[src/rtl/core/lruac_max_scan.sv]
// Sequential search for the oldest way of one row, one way per cycle.
// Lowest way wins on equal ages. Depends on nothing but its ports.
module lruac_max_scan #(
  parameter int NUM_WAYS = 8,
  parameter int AGE_BITS = 16,
  parameter int WAY_W    = 3
) (
  input  logic                         clk_i,
  input  logic                         rst_ni,
  input  logic                         start_i,
  input  logic [NUM_WAYS*AGE_BITS-1:0] row_i,
  output logic                         done_o,
  output logic [WAY_W-1:0]             way_o
);

  localparam logic [WAY_W-1:0] LastWay = WAY_W'(NUM_WAYS - 1);

  logic                run_q;
  logic                done_q;
  logic [WAY_W-1:0]    idx_q;
  logic [WAY_W-1:0]    best_way_q;
  logic [AGE_BITS-1:0] best_age_q;
  logic [AGE_BITS-1:0] cur_age;
  logic                older;

  assign cur_age = row_i[idx_q*AGE_BITS +: AGE_BITS];
  assign older   = cur_age > best_age_q;

  always_ff @(posedge clk_i or negedge rst_ni) begin
    if (!rst_ni) begin
      run_q  <= 1'b0;
      done_q <= 1'b0;
      idx_q  <= '0;
    end else begin
      done_q <= 1'b0;
      if (start_i) begin
        run_q <= 1'b1;
        idx_q <= WAY_W'(1);
      end else if (run_q) begin
        idx_q <= idx_q + 1'b1;
        if (idx_q == LastWay) begin
          run_q  <= 1'b0;
          done_q <= 1'b1;
        end
      end
    end
  end

  always_ff @(posedge clk_i) begin
    if (start_i) begin
      best_age_q <= row_i[AGE_BITS-1:0];
      best_way_q <= '0;
    end else if (run_q && older) begin
      best_age_q <= cur_age;
      best_way_q <= idx_q;
    end
  end

  assign done_o = done_q;
  assign way_o  = best_way_q;

endmodule

[config.mk]
export PLATFORM = sky130hd
export DESIGN_NAME = lruac_max_scan
export DESIGN_NICKNAME = d
export VERILOG_FILES = /design/src/rtl/core/lruac_max_scan.sv
export SDC_FILE = /design/constraint.sdc
export NUM_CORES = 1
export LEC_CHECK = 0
export BUFFER_PORTS_ARGS = -buffer_cell sky130_fd_sc_hd__buf_2
export CORE_MARGIN = 8
export CORE_UTILIZATION = 35
export DETAILED_ROUTE_END_ITERATION = 8
export HOLD_SLACK_MARGIN = 0.1
export PLACE_DENSITY = 0.61
export SETUP_SLACK_MARGIN = 0.2
export SYNTH_ARGS = -nofsm -noshare
export SYNTH_HDL_FRONTEND = slang
export SYNTH_SLANG_ARGS = --single-unit
[constraint.sdc]
create_clock -name clk_i -period 4.4 [get_ports clk_i]
set_input_delay 0.22 -clock clk_i [delete_from_list [all_inputs] [get_ports clk_i]]
set_output_delay 0.22 -clock clk_i [all_outputs]
set_load 0.01 [all_outputs]
# Yosys cells after proc, flatten, opt, wreduce, memory -nomap -nowiden
# Index checks and enable logic that the tools add are counted.
# word_totals
reg_bits,24
# classes
mux,10
n_eq_ne,1
order_cmp,1
shift,1
add_sub_neg,1
n_reduce_logical,3
# op_table
cell,count
$shiftx A128 B8 Y16,1
$mux W16,2
$gt A16 B16 Y1,1
$mux W1,6
$mux W3,2
$reduce_bool A2 Y1,2
$add A3 B1 Y3 const B,1
$eq A3 B3 Y1 const B,1
$logic_and A1 B1 Y1,1

# Longest topological paths before layout
# Gate-level depths: netlist of the first run.
# logic_depth
depth_word,5
mapped_depth,11
mapped_depth_nobuf,9

# Worst setup path before layout of the first run
# Ideal clock, no wire load.
# synth_path
path_type,register to register
start,register idx_q[0]
end,"register best_age_q[0], enable pin"
path_buffers,2
slack_ns,0.828
setup_ns,0.392
arrival_time_ns,3.180
path_stages_with_launch,11
period_less_slack_ns,3.572
cell_sequence,dfrtp_1 > buf_6 > buf_12 > mux4_1 > nand2_1 > nand2_2 > ha_1 > nand4_2 > a2111o_1 > and4b_4 > o21bai_1
# synth_via
elab_chain_cells,4
# synth_lines
element,line_no,source
start: declaration,20,logic [WAY_W-1:0] idx_q;
start signal: assignment,40,idx_q <= idx_q + 1'b1;
$shiftx A128 B8 Y16,26,assign cur_age = row_i[idx_q*AGE_BITS +: AGE_BITS];
$gt A16 B16 Y1,27,assign older = cur_age > best_age_q;
$logic_and A1 B1 Y1,53,end else if (run_q && older) begin
$reduce_bool A2 Y1 (no source line),--,
end signal: assignment,51,best_age_q <= row_i[AGE_BITS-1:0];
end signal: assignment,54,best_age_q <= cur_age;
end: declaration,22,logic [AGE_BITS-1:0] best_age_q;
# No other way between the ends.
# A chain may end at the register's enable or synchronous reset.

# Final worst setup path of the first run
# Ends and elaborated chain as after synthesis.

==> results of run 1 <==
==> metal layers <==
metal	wire length (µm)	track usage (%)
met1	2911	15.59
met2	3880	25.59
met3	648	4.700
met4	46	2.822
met5	0	0
==> worst max path at each step <==
stage | startpoint | to | cells after the start
floorplan | idx_q[0]$_DFFE_PN0P_ | best_age_q[0]$_DFFE_PP_ | 10
global placement | idx_q[0]$_DFFE_PN0P_ | best_age_q[0]$_DFFE_PP_ | 10
detailed placement | idx_q[0]$_DFFE_PN0P_ | best_age_q[2]$_DFFE_PP_ | 10
CTS | idx_q[0]$_DFFE_PN0P_ | best_age_q[2]$_DFFE_PP_ | 10
global route | idx_q[0]$_DFFE_PN0P_ | best_age_q[1]$_DFFE_PP_ | 10
finish | idx_q[0]$_DFFE_PN0P_ | best_age_q[0]$_DFFE_PP_ | 10
==> worst max-delay path, stage by stage, from the launching register on <==
cell and delay, ns:
dfrtp_2 0.70, buf_4 0.27, mux4_1 0.59, nand2_1 0.10
nand2_2 0.07, ha_1 0.29, nand4_1 0.20, a2111o_1 0.45
and4b_4 0.24, o21bai_2 0.33, buf_4 0.27
==> registers in the layout (all words and copies together) (netlist names) <==
| signal | flops |
|---|---|
| idx_q | 3 |
| run_q | 1 |
| done_o | 1 |
| way_o | 3 |
| best_age_q | 16 |
==> kinds of logic (layout without fill, tap and decap cells) <==
kind of cell             Yosys count  in the layout  synth area share (%)
multiplexers                      51             51                 38.95
buffers and inverters             33            162                 7.270
AO/OA/AOI/OAI                     19             19                 5.200
XOR/XNOR                           1              1                0.3371
flip-flops                        24             24                 25.61
AND/OR/NAND/NOR                   72             72                 13.96
adder cells (fa/ha/maj)           18             18                 8.666
==> metrics by stage <==
| step | cell area (µm²) | hold WS (ns) | util [%] |
|---|---|---|---|
| final | 3369 | 0.2540 | 46.70 |
| after global routing | 3369 | 0.2525 | 46.70 |
| after CTS | 3369 | 0.2592 | 46.70 |
| after detailed placement | 3314 | 0.04123 | 45.94 |
| after global placement | 3314 | 0.04033 | 45.94 |
| after floorplan | 2599 | -0.07559 | - |
==> area by class of cell <==
| class | instances | area [µm²] | area share, % |
|---|---|---|---|
| flip-flops and latches | 24 | 666.9 | 19.79 |
| well taps | 99 | 123.9 | 3.676 |
| multi-input cells | 161 | 1748 | 51.88 |
| inverters | 18 | 67.56 | 2.005 |
| clock inverters | 1 | 3.754 | 0.1114 |
| clock buffers | 3 | 41.29 | 1.225 |
| repair buffers | 140 | 718.2 | 21.31 |
==> cell usage in the layout, fill, tap and decap left out, types with 2 or more instances in the layout <==
cell and count:
a21oi_1 7, buf_2 134, buf_4 5, clkbuf_8 3, dfrtp_1 4, dfxtp_1 3
edfxtp_1 16, ha_1 18, inv_1 17, mux2_2 15, mux2i_1 4, mux4_1 22
mux4_2 10, nand2_1 40, nand2_2 10, nand2b_1 4, nand3b_1 2, nand4_1 5
nor2_1 4, nor3b_1 3, o21ai_0 2, o311ai_1 2
==> cells in the mapped netlist, types with 4 or more instances <==
cell type	n	share of area [%]
a21oi_1	7	1.3
nand2b_1	4	0.96
nand4_1	5	1.2
mux2i_1	4	1.5
buf_2	4	0.77
edfxtp_1	16	18
mux2_2	15	6.5
inv_1	17	2.5
ha_1	18	8.7
nand2_2	10	2.4
nor2_1	4	0.58
mux4_1	22	22
dfrtp_1	5	4.8
mux4_2	10	8.7
nand2_1	40	5.8
clkbuf_1	6	0.87
==> power groups by stage <==
stage | clock network (mW) | logic, mW | registers (mW)
after floorplan | 0 | 0.553 | 0.376
after global placement | 0 | 0.710 | 0.397
after detailed placement | 0 | 0.723 | 0.400
after CTS | 0.138 | 0.730 | 0.395
after global routing | 0.147 | 0.804 | 0.406
final | 0.137 | 0.719 | 0.393
==> what timing repair did <==
action | 4_1_cts | 5_1_grt
buffers inserted | 0 | 0
endpoints found under the hold margin | 5 | 0
hold buffers | 1 | 0
==> results.tsv, run 1 <==
stage	metric	value	unit
sta	final hold vios	0	
global_routing	initial antenna violation count	0	
die	Core Box Area	7214	µm²
clock_network	CTS tree	done	
global_routing	vias in the first global route	2491	
min_path	Worst Hold Depth	2	
drt	drt wl/cell	16.78	µm
drt	Pre-antenna DRT Iters	4	
die	initial core utilization	36.02	%
pwr	power share of the clock group	10.9	%
pwr	VDD IR max	0.1732	mV
drt	DRC violations left	0	
placement	DP HPWL	6153	µm
clock_network	CTS Buf Count	3	
global_routing	GRT Util Overall	14.11	%
synth	ys async rst share	20.83	%
synth	Synth cell types	38	
die	Ports	135	
outcome	outcome	finished clean	
pwr	proportion of power drawn by flip-flops and latches	31.5	%
job	max_cap viols	0	
sta	Tmin final	3.808	ns
sta	Setup WS post-layout	0.5918	ns
synth	average cell area after synthesis	11.92	µm²
synth	Mapped Cells	218	
clock_network	CTS Buffer Depth	2	
sta	Worst-Margin Slew	0.7003	ns
synth	Main synth FF type	edfxtp_1	
critical_path	WP data required	4.37	ns
pwr	switching fraction of total power	38.96	%
synth	register area share after synthesis	25.61	%
clock_network	Worst-Skew Late Latency	0.28	ns
min_path	hold crit path type	primary input to flop	
drt	1st-iter DRT viols	59	
global_routing	largest net degree at the start of global routing	32	
placement	Setup WS pre-CTS	0.5534	ns
critical_path	Critical R2R Launch	idx_q[0]$_DFFE_PN0P_	
final_layout	area grow syn2layout	29.66	%
die	Die ar.	10440	µm²
critical_path	Crit Path Class	flop to flop	
synth	Yosys Warn Count	0	
sta	post-route clock period utilization	86.55	%
sta	Slew headroom	52.80	%
pwr	leakage	1.661	nW
pwr	Power, Total	1.249	mW
drt	final WL	7486	µm
clock_network	clock transition at the registers of the reported paths	0.10	ns
drt	DR vias	2287	
pwr	P_sw	486.4	µW
synth	Mapped Nets	367	
drt	antenna-violating nets left	0	
global_routing	global-route wire length before repair	11640	µm
sta	clk_skew	0.01471	ns
critical_path	Reg2Reg Setup Slack	0.59	ns
die	Die H	102.2	µm
placement	PortBufs	134	
sta	RSZ-0062 raised after global routing	false	
sta	setup TNS	0	ns
final_layout	fraction of layout cells with a size suffix above 1	52.74	%
global_routing	overflow left after global routing	0	
drt	vias per inst	5.128	
critical_path	critical path endpoint category	flop	
final_layout	antenna cells	0	
placement	RePlAce Congestion	0.8375	
pwr	Power Density	370.6	nW/µm²
critical_path	critical path launch point type	flop	
sta	Final Setup Violations	0	
die	row cnt	31	
critical_path	CP max FO	18	
synth	Netlist Area Pre-Place	2599	µm²
final_layout	Final Non-Filler Cells	446	
min_path	WHS Endpoint	best_age_q[4]$_DFFE_PP_	
die	Die W	102.2	µm
critical_path	FF-to-FF End	best_age_q[0]$_DFFE_PP_	
pwr	internal power	762.2	µW
final_layout	nets@finish	497	
min_path	hold wc startpoint	row_i[4]	
critical_path	FF-to-FF path depth	10	
critical_path	arrival time at the worst endpoint	3.78	ns
synth	Post-synth EDFFs	16	
pwr	Gate power share	57.6	%
final_layout	Fillers	707	
clock_network	H-tree level count	1	
clock_network	CTS sink count	24	
placement	placed cell count	441	
clock_network	root buffer cell	clkbuf_8	
sta	fin. max-slew vios	0	
sta	Max Clk Rate	262.6	MHz
clock_network	post-cts resize count	0	
synth	#FFs+latches synth	24	
Note: power is estimated with default switching activity, not from simulation.
==> run 2: changes to the inputs <==
GPL_TIMING_DRIVEN = 0   (was default)
PLACE_DENSITY = 0.65   (was 0.61)
clock period = 3.99 ns   (was 4.4 ns; I/O delays follow)
==> run 2 against run 1 <==
Against the previous run:
- non-clock buffer count is 10 higher
- sequential share of layout area is 0.55 points lower
- core utilization is 1.2 points higher
- worst setup slack worse by 0.20 ns
- total power is 12% higher
- critical endpoint is now best_age_q[3]$_DFFE_PP_
- largest power group unchanged
- highest routed layer unchanged
==> results.tsv, run 2 (synthesis gave the netlist of run 1 again) <==
stage	metric	value	unit	change
outcome	outcome	finished clean		unchanged
clock_network	CTS Buffer Depth	2		unchanged
critical_path	WP data required	3.90	ns	was 4.37 ns
sta	setup TNS	0	ns	unchanged
clock_network	setup repair bufs after CTS	0		unchanged
placement	Setup WS pre-CTS	0.04810	ns	was 0.5534 ns
critical_path	critical path endpoint category	flop		unchanged
placement	RePlAce Congestion	0.7879		was 0.8375
clock_network	root buffer cell	clkbuf_8		unchanged
job	max_cap viols	0		unchanged
global_routing	vias in the first global route	2647		was 2,491
critical_path	FF-to-FF End	best_age_q[3]$_DFFE_PP_		was best_age_q[0]$_DFFE_PP_
global_routing	overflow left after global routing	0		unchanged
sta	final hold vios	0		unchanged
clock_network	CTS tree	done		unchanged
critical_path	Critical R2R Launch	idx_q[1]$_DFFE_PN0P_		was idx_q[0]$_DFFE_PN0P_
clock_network	CTS sink count	24		unchanged
final_layout	nets@finish	507		was 497
pwr	P_sw	546.5	µW	was 486.4 µW
sta	Setup WS post-layout	0.3869	ns	was 0.5918 ns
final_layout	fraction of layout cells with a size suffix above 1	52.10	%	was 52.74%
placement	placed cell count	451		was 441
drt	DRC violations left	0		unchanged
final_layout	Finished Cell Area	3460	µm²	was 3369 µm²
drt	DR vias	2327		was 2,287
drt	1st-iter DRT viols	107		was 59
die	Die ar.	10440	µm²	unchanged
placement	PortBufs	134		unchanged
critical_path	critical path launch point type	flop		unchanged
drt	Pre-antenna DRT Iters	4		unchanged
sta	fin. max-slew vios	0		unchanged
critical_path	arrival time at the worst endpoint	3.52	ns	was 3.78 ns
die	initial core utilization	36.02	%	unchanged
placement	placement-stage cell area	3397	µm²	was 3314 µm²
critical_path	Reg2Reg Setup Slack	0.39	ns	was 0.59 ns
global_routing	GRT Util Overall	14.94	%	was 14.11%
die	Die W	102.2	µm	unchanged
critical_path	worst path cell trace	buf_2, clkbuf_1, mux4_1, nand2_1, nand2_2, ha_1, nand4_1, a2111o_1, and4b_4, o21bai_4		was buf_4, mux4_1, nand2_1, nand2_2, ha_1, nand4_1, a2111o_1, and4b_4, o21bai_2, buf_4
critical_path	Crit Path Class	flop to flop		unchanged
final_layout	Top reg by flops	best_age_q		unchanged
drt	final WL	7876	µm	was 7486 µm
global_routing	global-route wire length before repair	12220	µm	was 11,640 µm
drt	vias per inst	5.103		was 5.128
sta	clk_skew	0.006144	ns	was 0.01471 ns
pwr	power share of the clock group	10.5	%	was 10.9%
die	Die H	102.2	µm	unchanged
critical_path	Setup crit start	idx_q[1]$_DFFE_PN0P_		was idx_q[0]$_DFFE_PN0P_
clock_network	H-tree level count	1		unchanged
critical_path	Top delay family on crit path	compound AO/OA/AOI/OAI gates		unchanged
min_path	hold crit path type	primary input to flop		unchanged
sta	Max Clk Rate	277.5	MHz	was 262.6 MHz
final_layout	area grow syn2layout	33.12	%	was 29.66%
critical_path	CP Depth	10		unchanged
critical_path	FF-to-FF path depth	10		unchanged
critical_path	Worst path max stage delay	0.52	ns	was 0.70 ns
sta	post-route clock period utilization	90.30	%	was 86.55%
clock_network	CTS Buf Count	3		unchanged
clock_network	clock transition at the registers of the reported paths	0.08	ns	was 0.10 ns
drt	drt wl/cell	17.27	µm	was 16.78 µm
pwr	VDD IR max	0.1819	mV	was 0.1732 mV
final_layout	max reg flops	16		unchanged
clock_network	Worst-Skew Late Latency	0.27	ns	was 0.28 ns
sta	Slew headroom	49.51	%	was 52.80%
sta	RSZ-0062 raised after global routing	false		unchanged
critical_path	CP bufs+invs	2		unchanged
drt	antenna-violating nets left	0		unchanged
critical_path	CP max FO	16		was 18
placement	DP HPWL	6559	µm	was 6153 µm
pwr	Power Density	405.7	nW/µm²	was 370.6 nW/µm²
pwr	Gate power share	60.1	%	was 57.6%
final_layout	leading cell type in the layout, fill and taps excluded	buf_2		unchanged
pwr	internal power	857.0	µW	was 762.2 µW
global_routing	largest net degree at the start of global routing	17		was 32
pwr	switching fraction of total power	38.94	%	was 38.96%
critical_path	Critical Path Sink	best_age_q[3]$_DFFE_PP_		was best_age_q[0]$_DFFE_PP_
die	Core Box Area	7214	µm²	unchanged
pwr	leakage	1.703	nW	was 1.661 nW
pwr	proportion of power drawn by flip-flops and latches	29.4	%	was 31.5%
die	Ports	135		unchanged
die	row cnt	31		unchanged
final_layout	most frequent cells in the layout	buf_2 (138), nand2_1 (40), mux4_1 (22), ha_1 (18), inv_1 (17)		was buf_2 (134), nand2_1 (40), mux4_1 (22), ha_1 (18), inv_1 (17)
critical_path	Worst path slowest cell	clkbuf_1		was dfrtp_2
final_layout	antenna cells	0		unchanged
sta	Tmin final	3.603	ns	was 3.808 ns
sta	Worst-Margin Slew	0.7492	ns	was 0.7003 ns
global_routing	initial antenna violation count	0		unchanged
final_layout	Final Non-Filler Cells	456		was 446
sta	Final Setup Violations	0		unchanged
-- run 2: per-stage QoR --
step | hold slack (ns) | utilization, % | power [mW]
3_3_place_gp | 0.01834 | 47.03 | 1.244
3_5_place_dp | 0.02385 | 47.09 | 1.270
6_report | 0.2388 | 47.95 | 1.404
2_1_floorplan | -0.09609 | - | 1.024
5_1_grt | 0.2308 | 47.95 | 1.543
4_1_cts | 0.2305 | 47.95 | 1.433
-- run 2: how the worst min path moves through the flow --
stage | depth (start not counted) | start | to
floorplan | 0 | rst_ni | done_o$_DFF_PN0_
global placement | 1 | rst_ni | done_o$_DFF_PN0_
detailed placement | 1 | rst_ni | done_o$_DFF_PN0_
CTS | 2 | row_i[12] | best_age_q[12]$_DFFE_PP_
global route | 2 | row_i[13] | best_age_q[13]$_DFFE_PP_
finish | 2 | row_i[12] | best_age_q[12]$_DFFE_PP_
-- run 2: area by class of cell --
cell class / instances / area, µm²
inverters: 18 / 67.56
clock inverters: 1 / 3.754
repair buffers: 135 / 680.7
multi-input cells: 161 / 1755
well taps: 99 / 123.9
clock buffers: 3 / 41.29
plain buffers: 15 / 121.4
flip-flops and latches: 24 / 665.6
fillers: 713 / 3755
-- run 2: repair_timing --
| item | 4_1_cts | 5_1_grt |
|---|---|---|
| setup endpoints to repair | 16 | 0 |
| hold buffers | 1 | 0 |
| hold endpoints to repair | 5 | 0 |
| resized for setup | 1 | 0 |
-- run 2: power groups by stage --
| stage | Sequential [mW] | Combinational (mW) | Clock (mW) |
|---|---|---|---|
| final | 0.412 | 0.844 | 0.147 |
| after global routing | 0.421 | 0.958 | 0.163 |
| after CTS | 0.413 | 0.865 | 0.155 |
| after detailed placement | 0.419 | 0.851 | 0 |
| after global placement | 0.416 | 0.827 | 0 |
| after floorplan | 0.414 | 0.610 | 0 |
-- run 2: worst reg2reg max path, delay by kind of cell, from the launching register on --
kind / cells / cell delay (ns)
adders and majority gates: 1 / 0.28
and+or+nand+nor: 4 / 0.61
muxes: 1 / 0.42
buffers and inverters: 2 / 0.70
DFF: 1 / 0.35
AOI/OAI and AO/OA: 2 / 0.88
-- run 2: per-layer routing --
metal | GRT usage [%] | part of all wire, %
met3 | 4.155 | 7.3
met4 | 2.596 | 0.57
met2 | 27.29 | 52
met5 | 0 | 0
met1 | 17.00 | 40
==> run 3: changes to the inputs <==
clock period = 4.25 ns   (was 3.99 ns; I/O delays follow)
==> run 3 against run 2 <==
Against the previous run:
- cell area stayed put
- total power is 6.2% lower
- sequential power is 6.1% lower
- clock-buffer cell count stayed put
- clock skew is 0.0022 ns lower
- worst hold slack better by 0.014 ns
- critical path type unchanged
==> results.tsv, run 3 (synthesis gave the netlist of run 1 again) <==
stage	metric	value	unit	change
outcome	outcome	finished clean		unchanged
sta	clk_skew	0.003913	ns	was 0.006144 ns
final_layout	fraction of layout cells with a size suffix above 1	52.10	%	unchanged
job	max_cap viols	0		unchanged
critical_path	WP data required	4.17	ns	was 3.90 ns
placement	PortBufs	134		unchanged
pwr	Power Density	380.7	nW/µm²	was 405.7 nW/µm²
pwr	Power, Total	1.317	mW	was 1.404 mW
final_layout	antenna cells	0		unchanged
pwr	VDD IR max	0.1704	mV	was 0.1819 mV
critical_path	Crit Path Class	flop to flop		unchanged
die	Ports	135		unchanged
final_layout	leading cell type in the layout, fill and taps excluded	buf_2		unchanged
drt	final WL	7862	µm	was 7876 µm
drt	1st-iter DRT viols	97		was 107
sta	fin. max-slew vios	0		unchanged
placement	Setup WS pre-CTS	0.3081	ns	was 0.04810 ns
sta	Tmin final	3.605	ns	was 3.603 ns
die	Die W	102.2	µm	unchanged
critical_path	arrival time at the worst endpoint	3.52	ns	about the same
critical_path	CP max FO	16		unchanged
final_layout	Top reg by flops	best_age_q		unchanged
drt	Pre-antenna DRT Iters	4		unchanged
global_routing	global-route wire length before repair	12140	µm	was 12,220 µm
die	Die ar.	10440	µm²	unchanged
final_layout	max reg flops	16		unchanged
die	row cnt	31		unchanged
drt	DRC violations left	0		unchanged
sta	setup TNS	0	ns	unchanged
final_layout	nets@finish	507		unchanged
drt	vias per inst	5.096		was 5.103
clock_network	root buffer cell	clkbuf_8		unchanged
clock_network	CTS tree	done		unchanged
drt	DR vias	2324		was 2,327
clock_network	CTS Buffer Depth	2		unchanged
placement	RePlAce Congestion	0.7879		unchanged
die	Die H	102.2	µm	unchanged
critical_path	critical path endpoint category	flop		unchanged
pwr	leakage	1.703	nW	unchanged
drt	drt wl/cell	17.24	µm	was 17.27 µm
clock_network	Worst-Skew Late Latency	0.27	ns	about the same
sta	Setup WS post-layout	0.6448	ns	was 0.3869 ns
sta	Final Setup Violations	0		unchanged
global_routing	initial antenna violation count	0		unchanged
clock_network	CTS Buf Count	3		unchanged
placement	DP HPWL	6559	µm	unchanged
critical_path	critical path launch point type	flop		unchanged
sta	Slew headroom	50.18	%	was 49.51%
clock_network	CTS sink count	24		unchanged
die	Core Box Area	7214	µm²	unchanged
final_layout	most frequent cells in the layout	buf_2 (138), nand2_1 (40), mux4_1 (22), ha_1 (18), inv_1 (17)		unchanged
sta	RSZ-0062 raised after global routing	false		unchanged
clock_network	clock transition at the registers of the reported paths	0.08	ns	about the same
global_routing	largest net degree at the start of global routing	17		unchanged
sta	final hold vios	0		unchanged
min_path	hold crit path type	primary input to flop		unchanged
clock_network	setup repair bufs after CTS	0		unchanged
die	initial core utilization	36.02	%	unchanged
sta	Worst-Margin Slew	0.7392	ns	was 0.7492 ns
clock_network	H-tree level count	1		unchanged
sta	post-route clock period utilization	84.83	%	was 90.30%
final_layout	area grow syn2layout	33.12	%	unchanged
global_routing	overflow left after global routing	0		unchanged
global_routing	vias in the first global route	2637		was 2,647
drt	antenna-violating nets left	0		unchanged
sta	Max Clk Rate	277.4	MHz	was 277.5 MHz
global_routing	GRT Util Overall	14.84	%	was 14.94%
## run 3: cell counts in the layout (fill, tap and decap cells not counted)
Identical to the previous run, type by type.
## run 3: repair_timing
action                                 in CTS  in global routing
hold buffers                                1                  0
endpoints found under the hold margin       5                  0
resized for setup                           0                  1
setup endpoints to repair                   0                 11
## run 3: power breakdown
group	internal, mW	switching, mW
Clock	0.0648	0.0734
Combinational	0.380	0.412
Sequential	0.360	0.0272
Total	0.805	0.512
## run 3: per-stage QoR
stage	cells	cell area [µm²]	hold slack (ns)	util, %
2_1_floorplan	218	2599	-0.08309	-
3_3_place_gp	451	3393	0.03134	47.03
3_5_place_dp	451	3397	0.03685	47.09
4_1_cts	456	3452	0.2435	47.85
5_1_grt	456	3460	0.2438	47.95
6_report	456	3460	0.2525	47.95
## run 3: metal layers
layer  routed length (µm)  GRT usage [%]  up-vias
li1                     -              -     1131
met1                 3158          16.95     1110
met2                 4094          26.99       76
met3                  564          4.155        7
met4                   45          2.596        0
met5                    0              0        -
## run 3: cell type report
type / instances / area, µm²
Fill cell: 713 / 3755
Multi-Input combinational cell: 161 / 1755
Timing Repair Buffer: 135 / 680.7
Sequential cell: 24 / 665.6
Tap cell: 99 / 123.9
Buffer: 15 / 121.4
Inverter: 18 / 67.56
Clock buffer: 3 / 41.29
Clock inverter: 1 / 3.754
## run 3: final timing paths
check	start	to	slack (ns)	cells past startpoint
hold reg to reg	way_o[1]$_SDFFE_PP0P_	way_o[1]$_SDFFE_PP0P_	0.56	2
setup reg to reg	idx_q[1]$_DFFE_PN0P_	best_age_q[3]$_DFFE_PP_	0.64	10
hold / removal	row_i[12]	best_age_q[12]$_DFFE_PP_	0.25	2
min in group asynchronous	rst_ni	idx_q[1]$_DFFE_PN0P_	0.28	2
max in group asynchronous	rst_ni	run_q$_DFF_PN0_	3.84	2
setup / recovery	idx_q[1]$_DFFE_PN0P_	best_age_q[3]$_DFFE_PP_	0.64	10
## run 3: critical path: stages, from the launching register on
cell and delay [ns]:
dfrtp_1 0.36, buf_2 0.18, clkbuf_1 0.51, mux4_1 0.41, nand2_1 0.10, nand2_2 0.06
ha_1 0.28, nand4_1 0.20, a2111o_1 0.46, and4b_4 0.25, o21bai_4 0.42
